===== config.mk =====
export PLATFORM = sky130hd
export DESIGN_NAME = sql_like_pattern_matcher_flat
export DESIGN_NICKNAME = d
export VERILOG_FILES = /design/src/rtl/core/slpm_pkg.sv /design/src/rtl/core/slpm_ifs.sv /design/src/rtl/core/slpm_front.sv /design/src/rtl/core/slpm_queue.sv /design/src/rtl/core/slpm_back.sv /design/src/rtl/core/sql_like_pattern_matcher.sv /design/src/flat_wrapper.sv
export SDC_FILE = /design/constraint.sdc
export NUM_CORES = 2
export LEC_CHECK = 0
export CORE_MARGIN = 2
export CORE_UTILIZATION = 40
export CTS_CLUSTER_DIAMETER = 100
export DETAILED_ROUTE_END_ITERATION = 8
export DONT_BUFFER_PORTS = 1
export GPL_ROUTABILITY_DRIVEN = 0
export PLACE_DENSITY = 0.55
export SLEW_MARGIN = 20
export SYNTH_ARGS = -nofsm -noshare
export SYNTH_HDL_FRONTEND = slang
export SYNTH_HIERARCHICAL = 1
export SYNTH_SLANG_ARGS = --single-unit
export TNS_END_PERCENT = 10

===== constraint.sdc =====
create_clock -name clk -period 12.9 [get_ports clk]
set_input_delay 2.58 -clock clk [delete_from_list [all_inputs] [get_ports clk]]
set_output_delay 2.58 -clock clk [all_outputs]
set_load 0.02 [all_outputs]

===== src/rtl/core/slpm_pkg.sv =====
// Shared types, constants and helpers for the LIKE pattern matcher.
package slpm_pkg;

    // Command codes, same encoding as the action field.
    typedef enum logic [1:0] {
        OP_CLEAR  = 2'd0,
        OP_APPEND = 2'd1,
        OP_TEXT   = 2'd2,
        OP_END    = 2'd3
    } op_t;

    localparam logic [7:0] CH_ANY_RUN = 8'h25;  // '%'
    localparam logic [7:0] CH_ANY_ONE = 8'h5F;  // '_'

    localparam int QUEUE_DEPTH = 2;

    typedef struct packed {
        op_t        op;
        logic [7:0] data;
    } cmd_t;

    // One queue slot as seen at either end: a command plus its valid flag.
    typedef struct packed {
        logic valid;
        cmd_t cmd;
    } slot_t;

    // ASCII lower-casing when enabled.
    function automatic logic [7:0] fold_byte(input logic [7:0] c, input logic en);
        if (en && (c inside {[8'h41:8'h5A]}))
        begin
            return c + 8'h20;
        end
        return c;
    endfunction

endpackage


===== src/rtl/core/slpm_ifs.sv =====
// Valid/ready channel interfaces for items and results.
interface slpm_item_if;
    logic       valid;
    logic       ready;
    logic [1:0] action;
    logic [7:0] data_byte;

    modport source (output valid, output action, output data_byte, input ready);
    modport sink   (input valid, input action, input data_byte, output ready);
endinterface

interface slpm_result_if;
    logic valid;
    logic ready;
    logic matched;
    logic pattern_too_long;

    modport source (output valid, output matched, output pattern_too_long, input ready);
    modport sink   (input valid, input matched, input pattern_too_long, output ready);
endinterface


===== src/rtl/core/slpm_front.sv =====
// Front end: takes item transactions, decodes the action and folds text bytes.
module slpm_front (
    slpm_item_if.sink    item,
    input  logic         case_fold,
    input  logic         queue_full,
    output slpm_pkg::slot_t push
);

    slpm_pkg::op_t op;

    assign op         = slpm_pkg::op_t'(item.action);
    assign item.ready = !queue_full;

    always_comb
    begin
        push.valid    = item.valid && !queue_full;
        push.cmd.op   = op;
        push.cmd.data = item.data_byte;
        case (op)
            slpm_pkg::OP_TEXT:
            begin
                // text side is folded once here; pattern side at compare time
                push.cmd.data = slpm_pkg::fold_byte(item.data_byte, case_fold);
            end
            default:
            begin
                push.cmd.data = item.data_byte;
            end
        endcase
    end

endmodule


===== src/rtl/core/slpm_queue.sv =====
// Small command FIFO between front and back ends.
module slpm_queue (
    input  logic            clk,
    input  logic            rst_n,
    input  slpm_pkg::slot_t push,
    input  logic            pop,
    output logic            full,
    output slpm_pkg::slot_t head
);

    localparam int PTR_W = (slpm_pkg::QUEUE_DEPTH > 1) ? $clog2(slpm_pkg::QUEUE_DEPTH) : 1;
    localparam int CNT_W = $clog2(slpm_pkg::QUEUE_DEPTH + 1);

    slpm_pkg::cmd_t   slot_mem [slpm_pkg::QUEUE_DEPTH];
    logic [PTR_W-1:0] wr_ptr_reg;
    logic [PTR_W-1:0] rd_ptr_reg;
    logic [CNT_W-1:0] count_reg;
    logic [PTR_W-1:0] wr_ptr_next;
    logic [PTR_W-1:0] rd_ptr_next;
    logic [CNT_W-1:0] count_next;
    logic             do_pop;

    assign full       = (count_reg == CNT_W'(slpm_pkg::QUEUE_DEPTH));
    assign head.valid = (count_reg != '0);
    assign head.cmd   = slot_mem[rd_ptr_reg];
    assign do_pop     = pop && head.valid;

    always_comb
    begin
        wr_ptr_next = wr_ptr_reg;
        rd_ptr_next = rd_ptr_reg;
        count_next  = count_reg;
        if (push.valid)
        begin
            wr_ptr_next = (wr_ptr_reg == PTR_W'(slpm_pkg::QUEUE_DEPTH - 1)) ? '0
                                                                     : wr_ptr_reg + PTR_W'(1);
        end
        if (do_pop)
        begin
            rd_ptr_next = (rd_ptr_reg == PTR_W'(slpm_pkg::QUEUE_DEPTH - 1)) ? '0
                                                                     : rd_ptr_reg + PTR_W'(1);
        end
        if (push.valid && !do_pop)
        begin
            count_next = count_reg + CNT_W'(1);
        end
        else if (!push.valid && do_pop)
        begin
            count_next = count_reg - CNT_W'(1);
        end
    end

    always_ff @(posedge clk or negedge rst_n)
    begin
        if (!rst_n)
        begin
            wr_ptr_reg <= '0;
            rd_ptr_reg <= '0;
            count_reg  <= '0;
        end
        else
        begin
            wr_ptr_reg <= wr_ptr_next;
            rd_ptr_reg <= rd_ptr_next;
            count_reg  <= count_next;
        end
    end

    always_ff @(posedge clk)
    begin
        if (push.valid)
        begin
            slot_mem[wr_ptr_reg] <= push.cmd;
        end
    end

endmodule


===== src/rtl/core/slpm_back.sv =====
// Back end: pattern cells, live position set with '%' closure, result register.
module slpm_back #(
    parameter int PATTERN_MAX = 64
) (
    input  logic            clk,
    input  logic            rst_n,
    input  logic            case_fold,
    input  slpm_pkg::slot_t head,
    output logic            pop,
    slpm_result_if.source   result
);

    localparam int LEN_W  = $clog2(PATTERN_MAX + 1);
    localparam int IDX_W  = (PATTERN_MAX > 1) ? $clog2(PATTERN_MAX) : 1;
    localparam int LIVE_W = PATTERN_MAX + 1;

    logic [7:0]        store_mem [PATTERN_MAX];
    logic [LEN_W-1:0]  len_reg;
    logic [LIVE_W-1:0] live_reg;    // set before closure
    logic              ovf_reg;
    logic              res_valid_reg;
    logic              matched_reg;
    logic              too_long_reg;

    logic [PATTERN_MAX-1:0] pct;    // cell holds '%' and is inside the pattern
    logic [PATTERN_MAX-1:0] adv;    // cell consumes the current text byte
    logic [LIVE_W-1:0]      run_mask;
    logic [LIVE_W-1:0]      seeds;
    logic [LIVE_W-1:0]      carry_sum;
    logic [LIVE_W-1:0]      live_eff;
    logic [LIVE_W-1:0]      live_step;
    logic                   full;
    logic                   out_free;
    logic                   is_end;
    logic                   is_append;

    always_comb
    begin
        for (int i = 0; i < PATTERN_MAX; i++)
        begin
            pct[i] = (LEN_W'(i) < len_reg) && (store_mem[i] == slpm_pkg::CH_ANY_RUN);
            adv[i] = (LEN_W'(i) < len_reg) && (store_mem[i] != slpm_pkg::CH_ANY_RUN)
                     && ((store_mem[i] == slpm_pkg::CH_ANY_ONE)
                         || (slpm_pkg::fold_byte(store_mem[i], case_fold) == head.cmd.data));
        end
    end

    // Closure over '%' runs as a carry chain: a live bit on a '%' cell carries
    // through the run of '%' cells and lands on the cell after it.
    assign run_mask  = {1'b0, pct};
    assign seeds     = live_reg & run_mask;
    assign carry_sum = seeds + run_mask;
    assign live_eff  = live_reg | (carry_sum ^ seeds ^ run_mask);

    assign live_step = (live_eff & run_mask)
                     | {live_eff[PATTERN_MAX-1:0] & adv, 1'b0};

    assign full      = (len_reg == LEN_W'(PATTERN_MAX));
    assign out_free  = !res_valid_reg || result.ready;
    assign is_end    = (head.cmd.op == slpm_pkg::OP_END);
    assign is_append = (head.cmd.op == slpm_pkg::OP_APPEND);
    assign pop       = head.valid && (!is_end || out_free);

    assign result.valid            = res_valid_reg;
    assign result.matched          = matched_reg;
    assign result.pattern_too_long = too_long_reg;

    always_ff @(posedge clk or negedge rst_n)
    begin
        if (!rst_n)
        begin
            len_reg       <= '0;
            live_reg      <= LIVE_W'(1);
            ovf_reg       <= 1'b0;
            res_valid_reg <= 1'b0;
        end
        else
        begin
            if (pop)
            begin
                case (head.cmd.op)
                    slpm_pkg::OP_CLEAR:
                    begin
                        len_reg  <= '0;
                        ovf_reg  <= 1'b0;
                        live_reg <= LIVE_W'(1);
                    end
                    slpm_pkg::OP_APPEND:
                    begin
                        if (full)
                        begin
                            ovf_reg <= 1'b1;
                        end
                        else
                        begin
                            len_reg <= len_reg + LEN_W'(1);
                        end
                        live_reg <= LIVE_W'(1);
                    end
                    slpm_pkg::OP_TEXT:
                    begin
                        live_reg <= live_step;
                    end
                    slpm_pkg::OP_END:
                    begin
                        live_reg <= LIVE_W'(1);
                    end
                    default:
                    begin
                        live_reg <= live_reg;
                    end
                endcase
            end
            if (pop && is_end)
            begin
                res_valid_reg <= 1'b1;
            end
            else if (result.ready)
            begin
                res_valid_reg <= 1'b0;
            end
        end
    end

    always_ff @(posedge clk)
    begin
        if (pop && is_end)
        begin
            matched_reg  <= live_eff[len_reg];
            too_long_reg <= ovf_reg;
        end
        if (pop && is_append && !full)
        begin
            store_mem[len_reg[IDX_W-1:0]] <= head.cmd.data;
        end
    end

endmodule


===== src/rtl/core/sql_like_pattern_matcher.sv =====
// Top level of the streaming SQL LIKE / ILIKE pattern matcher.
//
// Channels: "item" carries action/data_byte transactions (clear pattern,
// append pattern byte, text byte, end of string); "result" carries one
// matched/pattern_too_long transaction per end-of-string item. Both use
// valid/ready; a transaction moves on a rising edge with both high.
// cfg_write/cfg_data set case_fold (ILIKE); write it only while idle.
// Throughput: one item per cycle, except that an end-of-string item waits while
// a result is held. The live set update, the '%' closure (a PATTERN_MAX+1 bit
// carry chain) and the per-cell byte compares are all combinational in the back end.
// An accepted end-of-string item goes into the queue, then the back end executes
// it into the result register; a held result can stall it in the queue.
// Stall: while a result waits, the back end keeps executing pattern and text
// items; it holds only on an end-of-string item, and the two-entry queue
// then fills and drops item.ready.
// Reset: empty pattern, no overflow, case_fold 0, queue and result empty.
// Pattern bytes past PATTERN_MAX are dropped and flagged until a clear.
module sql_like_pattern_matcher #(
    parameter int PATTERN_MAX = 64
) (
    input  logic          clk,
    input  logic          rst_n,
    slpm_item_if.sink     item,
    slpm_result_if.source result,
    input  logic          cfg_write,
    input  logic          cfg_data
);

    logic            case_fold_reg;
    slpm_pkg::slot_t push;
    slpm_pkg::slot_t head;
    logic            queue_full;
    logic            back_pop;

    always_ff @(posedge clk or negedge rst_n)
    begin
        if (!rst_n)
        begin
            case_fold_reg <= 1'b0;
        end
        else if (cfg_write)
        begin
            case_fold_reg <= cfg_data;
        end
    end

    // accept + decode
    slpm_front u_front (
        .item       (item),
        .case_fold  (case_fold_reg),
        .queue_full (queue_full),
        .push       (push)
    );

    // decouples acceptance from execution
    slpm_queue u_queue (
        .clk   (clk),
        .rst_n (rst_n),
        .push  (push),
        .pop   (back_pop),
        .full  (queue_full),
        .head  (head)
    );

    // pattern cells, live set and result register
    slpm_back #(
        .PATTERN_MAX (PATTERN_MAX)
    ) u_back (
        .clk       (clk),
        .rst_n     (rst_n),
        .case_fold (case_fold_reg),
        .head      (head),
        .pop       (back_pop),
        .result    (result)
    );

`ifndef SYNTH
    // back end only consumes commands that are present
    a_pop_needs_head: assert property (@(posedge clk) disable iff (!rst_n)
        back_pop |-> head.valid)
        else $error("back end popped an empty queue");

    // a new result only follows execution of an end-of-string command
    a_result_from_end: assert property (@(posedge clk) disable iff (!rst_n)
        $rose(result.valid) |-> $past(back_pop && head.cmd.op == slpm_pkg::OP_END))
        else $error("result raised without an end-of-string command");

    // no push into a full queue
    a_no_push_when_full: assert property (@(posedge clk) disable iff (!rst_n)
        queue_full |-> !push.valid)
        else $error("push into full queue");
`endif

endmodule

===== src/flat_wrapper.sv =====
// flat-port wrapper written by rule: the top's interface ports become plain ports
module sql_like_pattern_matcher_flat 
#(
    parameter int PATTERN_MAX = 64
)
  (clk, rst_n, cfg_write, cfg_data, item_valid, item_action, item_data_byte, item_ready, result_valid, result_matched, result_pattern_too_long, result_ready);
  slpm_item_if item_i ();
  slpm_result_if result_i ();
  input  logic clk;
  input  logic rst_n;
  input  logic cfg_write;
  input  logic cfg_data;
  input wire logic [$bits(item_i.valid)-1:0] item_valid;
  input wire logic [$bits(item_i.action)-1:0] item_action;
  input wire logic [$bits(item_i.data_byte)-1:0] item_data_byte;
  output wire logic [$bits(item_i.ready)-1:0] item_ready;
  output wire logic [$bits(result_i.valid)-1:0] result_valid;
  output wire logic [$bits(result_i.matched)-1:0] result_matched;
  output wire logic [$bits(result_i.pattern_too_long)-1:0] result_pattern_too_long;
  input wire logic [$bits(result_i.ready)-1:0] result_ready;
  assign item_i.valid = item_valid;
  assign item_i.action = item_action;
  assign item_i.data_byte = item_data_byte;
  assign item_ready = item_i.ready;
  assign result_valid = result_i.valid;
  assign result_matched = result_i.matched;
  assign result_pattern_too_long = result_i.pattern_too_long;
  assign result_i.ready = result_ready;
  sql_like_pattern_matcher #(.PATTERN_MAX(PATTERN_MAX)) u_core (.clk(clk), .rst_n(rst_n), .item(item_i), .result(result_i), .cfg_write(cfg_write), .cfg_data(cfg_data));
endmodule

Word-level counts from Yosys, hierarchy flattened

Memory sizes are Yosys's and may differ from the RTL's.
Cells that the tools add are included.
Widths: inputs -> output; s select.

Order comparisons: 195
Reductions and logical operators: 410
Bitwise operators: 7
Eq/ne operators: 264
$add $sub $neg: 71
Muxes and demuxes: 214

Operator list:

| cell                | number |
|---|---|
| $mux 8              | 131 |
| $add 8x6->8 const B | 65 |
| $ge 8x7->1 const B  | 65 |
| $le 8x7->1 const B  | 65 |
| $eq 8x6->1 const B  | 64 |
| $eq 8x7->1 const B  | 64 |
| $eq 8x8->1          | 64 |
| $ne 8x6->1 const B  | 64 |
| $logic_and 1x1->1   | 330 |
| $lt 6x7->1 const A  | 32 |
| $and 65x64->65      | 2 |
| $or 65x65->65       | 2 |
| $pmux 65 s2         | 1 |
| $lt 5x7->1 const A  | 16 |
| $mux 1              | 76 |
| $logic_or 1x1->1    | 66 |
| $add 65x64->65      | 1 |
| $xor 65x64->65      | 1 |
| $xor 65x65->65      | 1 |
| $and 64x64->64      | 1 |
| $lt 4x7->1 const A  | 8 |
| $lt 3x7->1 const A  | 4 |
| $lt 1x7->1 const A  | 2 |
| $lt 2x7->1 const A  | 2 |
| 19 further kinds    | 34 |

Output and inout port bits: 4
Memories kept: 2
Register bits after elaboration: 81
Memory bits (writable): 532
Input bits: 16

Memories:

| name                    | words | bits a word | rd ports | clocked after memory_dff | wr ports | RTL line         | source |
|---|---|---|---|---|---|---|---|
| u_core.u_back.store_mem | 64    | 8           | 64       | 0                        | 1        | slpm_back.sv:17  | `logic [7:0] store_mem [PATTERN_MAX];` |
| u_core.u_queue.slot_mem | 2     | 10          | 1        | 0                        | 1        | slpm_queue.sv:14 | `slpm_pkg::cmd_t slot_mem [slpm_pkg::QUEUE_DEPTH];` |

Logic depth before layout (Yosys ltp)

An unclocked memory read counts as a cell.

Depth in word-level cells: 12
Mapped depth: 19

Hierarchy

Netlist, hierarchy kept.

Modules (own cells, without submodules):

| module                   | sequential area each (um^2) | cells each | area each (um^2) | times used |
|---|---|---|---|---|
| slpm_back                | 17287.8                     | 4150       | 39600.5          | 1 |
| slpm_queue               | 700.7                       | 47         | 928.4            | 1 |
| slpm_front               | 0.0                         | 19         | 141.4            | 1 |
| sql_like_pattern_matcher | 25.0                        | 2          | 40.0             | 1 |

Worst setup path before layout

OpenSTA, ideal clock, no wires.

Path kind: register to register
Start: register u_core.u_back.len_reg[5]
End: register u_core.u_back.matched_reg (netlist: u_core/u_back/result.matched), data pin
Stages on the path, launching flop included: 19
Data arrival time: 4.389 ns
Path buffers: 3
Required time: 12.631 ns
Slack: 8.242 ns
Clock period less this slack: 4.658 ns
Cell sequence: dfrtp_1 > buf_6 > or4_4 > buf_6 > buf_6 > o2111ai_1 > nor2_1 > ha_1 > a2111o_1 > o2111ai_2 > a311oi_1 > a211o_1 > a41o_4 > a21oi_4 > nand2_1 > a32o_1 > or4_1 > nor4_1 > nand3_1

Cells in the longest elaborated chain, start to end: 9
Elaborated cells between the ends (all ways): 135
Those cells by class: add/sub (1); order compare (64); mux (2); bitwise (4); reduce/logical (64)

Ends and longest elaborated chain:

| element                                  | RTL line         | source |
|---|---|---|
| start: declaration                       | slpm_back.sv:18  | `logic [LEN_W-1:0] len_reg;` |
| start signal: assignment                 | slpm_back.sv:96  | `len_reg <= len_reg + LEN_W'(1);` |
| $lt 1x7->1, or another cell as far along | slpm_back.sv:41  | `pct[i] = (LEN_W'(i) < len_reg) && (store_mem[i] == slpm_pkg::CH_ANY_RUN);` |
| $logic_and 1x1->1                        | slpm_back.sv:41  |  |
| $and 65x64->65                           | slpm_back.sv:51  | `assign seeds = live_reg & run_mask;` |
| $add 65x64->65                           | slpm_back.sv:52  | `assign carry_sum = seeds + run_mask;` |
| $xor 65x65->65                           | slpm_back.sv:53  | `assign live_eff = live_reg \| (carry_sum ^ seeds ^ run_mask);` |
| $xor 65x64->65                           | slpm_back.sv:53  |  |
| $or 65x65->65                            | slpm_back.sv:53  |  |
| $bmux 1 s7 *                             | slpm_back.sv:129 | `matched_reg <= live_eff[len_reg];` |
| $mux 1 (not written as such) *           | slpm_back.sv:129 |  |
| end signal: assignment                   | slpm_back.sv:129 |  |
| end: declaration                         | slpm_back.sv:22  | `logic matched_reg;` |

Every way passes the cells marked *; elsewhere a longest branch is shown, timed or not. The select of a mux whose other input is x is not followed.
A chain may end at the register's enable or synchronous reset.

Worst setup path after layout

Ends and elaborated chain as after synthesis.

==> flow_summary.yaml <==
synth:
  synth.cell_area_um2: 40700
  synth_edf_count: 534
  yosys.area.top_type: "edfxtp_1"
  yosysTopAreaCellShare_pct: 39.4
  synth_flop_cell: "edfxtp_1"
  syn-num-nets: 4303
  syn_avg_cell_area_um2: 9.65
  async_reset_ff_share_pct: 12.9
  synthAdderAreaFrac_pct: 2.12
  synth.distinct_cells: 102
  ys_ff_latch: 613
  synth_compound_area_share_pct: 16.6
  synthXorXnorAreaFrac_pct: 11.0
  synth_cells: 4218
  synth_top_family_by_area: "simple AND/OR/NAND/NOR gates"
  yosys_warnings: 6
  yosys.area_share.simple_pct: 22.0
  yosys-top-cells-area: "edfxtp_1, xor2_1, xnor2_1"
  ys_seq_area_share_pct: 44.2
  synthMuxAreaShare_pct: 1.16
clock_tree:
  cts.path.max_buffers: 3
  clock_latency_ps: 640
  clk_pin_slew_ps: 60
  cts_tree: "yes"
  numCtsBuffers: 72
  hold_buffers: 0
  cts_root_buffer: "clkbuf_16"
  cts_resized: 0
  post_cts_buffers: 0
  cts.htree.levels: 3
  numClockSinks: 613
placed_design:
  portBuffers: 0
  placed_area_um2: 42200
  hpwl_um: 91000
  pre_cts_slack_ps: 7360
timing:
  finalCritPeriodShare_pct: 44.7
  fmax_mhz: 174
  setup_tns_ps: 0
  fin_crit_ps: 5760
  hold_viol: 0
  slew_headroom_pct: 21.1
  worst_slack_ps: 7140
  worst_pin_slew_ps: 1170
  slew_violations: 0
  holdWs_ps: 483
  rsz0062_at_grt: "false"
  setup_viol: 0
  clock_skew_ps: 26.3
critical_path:
  crit_path_end_kind: "flip-flop"
  worstPathCellList: "buf_4 -> or2_2 -> o2111ai_1 -> a2111oi_0 -> o21ai_0 -> o311ai_0 -> a21oi_1 -> and3_1 -> a21oi_1 -> or2_2 -> a221oi_1 -> a41oi_1 -> a2111oi_0 -> nand3_1"
  crit_buf_inv: 1
  criticalPathCategory: "flip-flop to flip-flop"
  critPathSlowestCell: "o2111ai_1"
  crit_fanout: 36
  start_kind: "flip-flop"
  critPathRequiredTime_ps: 13250
  r2r_setup_slack_ps: 7140
  cp_data_arrival_time_ps: 6120
  crit_family: "compound AO/OA/AOI/OAI gates"
  cpPeakStageDelay_ps: 790
cells_and_area:
  final_nets: 4245
  num_antenna_cells: 0
  stdcell_area_um2: 44600
  area_growth_pct: 9.45
  fillers: 9814
  final_cell_mix: "edfxtp_1, nor2_1, nand2_1"
  largest_reg_flops: 512
  final_common_cell: "edfxtp_1"
  layout-drive-gt1-share_pct: 5.76
pwr:
  ir_worst_vdd_mv: 0.272
  p_total_w: 0.00663
  p_leak_nw: 14.0
  power_density_nw_per_um2: 149
global_route:
  grt_max_degree: 80
  track_usage_pct: 24.7
  overflow: 0
  grt_pass1_wl_um: 199000
  first_global_vias: 32900
  antenna_found_initial: 1
floorplanning:
  dieWidth_um: 323
  core_um2: 101000
  fp.dieArea_um2: 104000
  start_util_pct: 40.2
  die_y_um: 323
  ios: 20
  num_rows: 117
drt:
  wl_per_cell_um: 23.5
  vias: 34600
  drtIter0Drc: 3742
  routed_wirelength_um: 131000
  ant_nets: 0
  drc_errors: 0
  via_per_inst: 6.20
  firstDrtPassIters: 8
run:
  maxCapViolCount: 0
min_path:
  min_path_type: "flip-flop to flip-flop"
outcome:
  status: "finished, final reports clean"
==> Yosys cell counts (69+ instances only) <==
cell and n:
edfxtp_1 534, nor2_1 341, nand2_1 281, xor2_1 273, a21oi_1 248, xnor2_1 239
nor3_1 219, o21ai_0 201, nand3_1 181, clkbuf_1 122, nor4_1 116, inv_1 107
nand4_1 87, dfrtp_1 78, a31oi_1 77, ha_1 69
==> layer usage <==
metal / wire length (um) / global-route usage [%]
met1: 58100 / 33.7
met4: 5480 / 10.4
met5: 0 / 0
met2: 57800 / 38.9
met3: 9820 / 4.11
==> where the power goes <==
group	total, W	internal, W	switching [W]
clock network	0.00201	0.00120	0.000816
logic	0.00211	0.000647	0.00146
registers	0.00251	0.00243	0.0000809
total	0.00663	0.00427	0.00236
==> layout make-up <==
cell class              instances  area, um^2  share of cell area, %
multi-input cells            3311       21700                   48.6
clock inverters                32         300                  0.674
clock buffers                  99        2050                   4.59
repair buffers                 53         398                  0.893
well taps                    1368        1710                   3.84
flip-flops and latches        613       18000                   40.4
inverters                     109         409                  0.918
==> metrics by stage <==
stage / utilization [%] / cells
finish: 44.0 / 5585
global route: 44.0 / 5585
CTS: 44.0 / 5585
detailed placement: 41.7 / 5454
global placement: 41.7 / 5454
floorplan: - / 4218
==> worst paths after layout <==
kind                                           startpoint                      endpoint  cells after the start
worst max register to register   u_core/u_back/len_reg[5]  u_core/u_back/result.matched                     14
max in group asynchronous                           rst_n     u_core/u_back/live_reg[0]                      0
worst min-delay path            u_core/u_queue/wr_ptr_reg     u_core/u_queue/wr_ptr_reg                      1
worst max-delay path             u_core/u_back/len_reg[5]  u_core/u_back/result.matched                     14
worst min register to register  u_core/u_queue/wr_ptr_reg     u_core/u_queue/wr_ptr_reg                      1
min in group asynchronous                           rst_n    u_core/u_back/live_reg[57]                      0
==> kinds of logic after synthesis <==
| kind of cell | after synthesis |
|---|---|
| fa+ha+maj | 69 |
| buf+inv | 294 |
| mux | 45 |
| simple gates | 1672 |
| xor+xnor | 512 |
| flops | 613 |
| compound gates | 1013 |
Note: power is estimated with default switching activity, not from simulation.
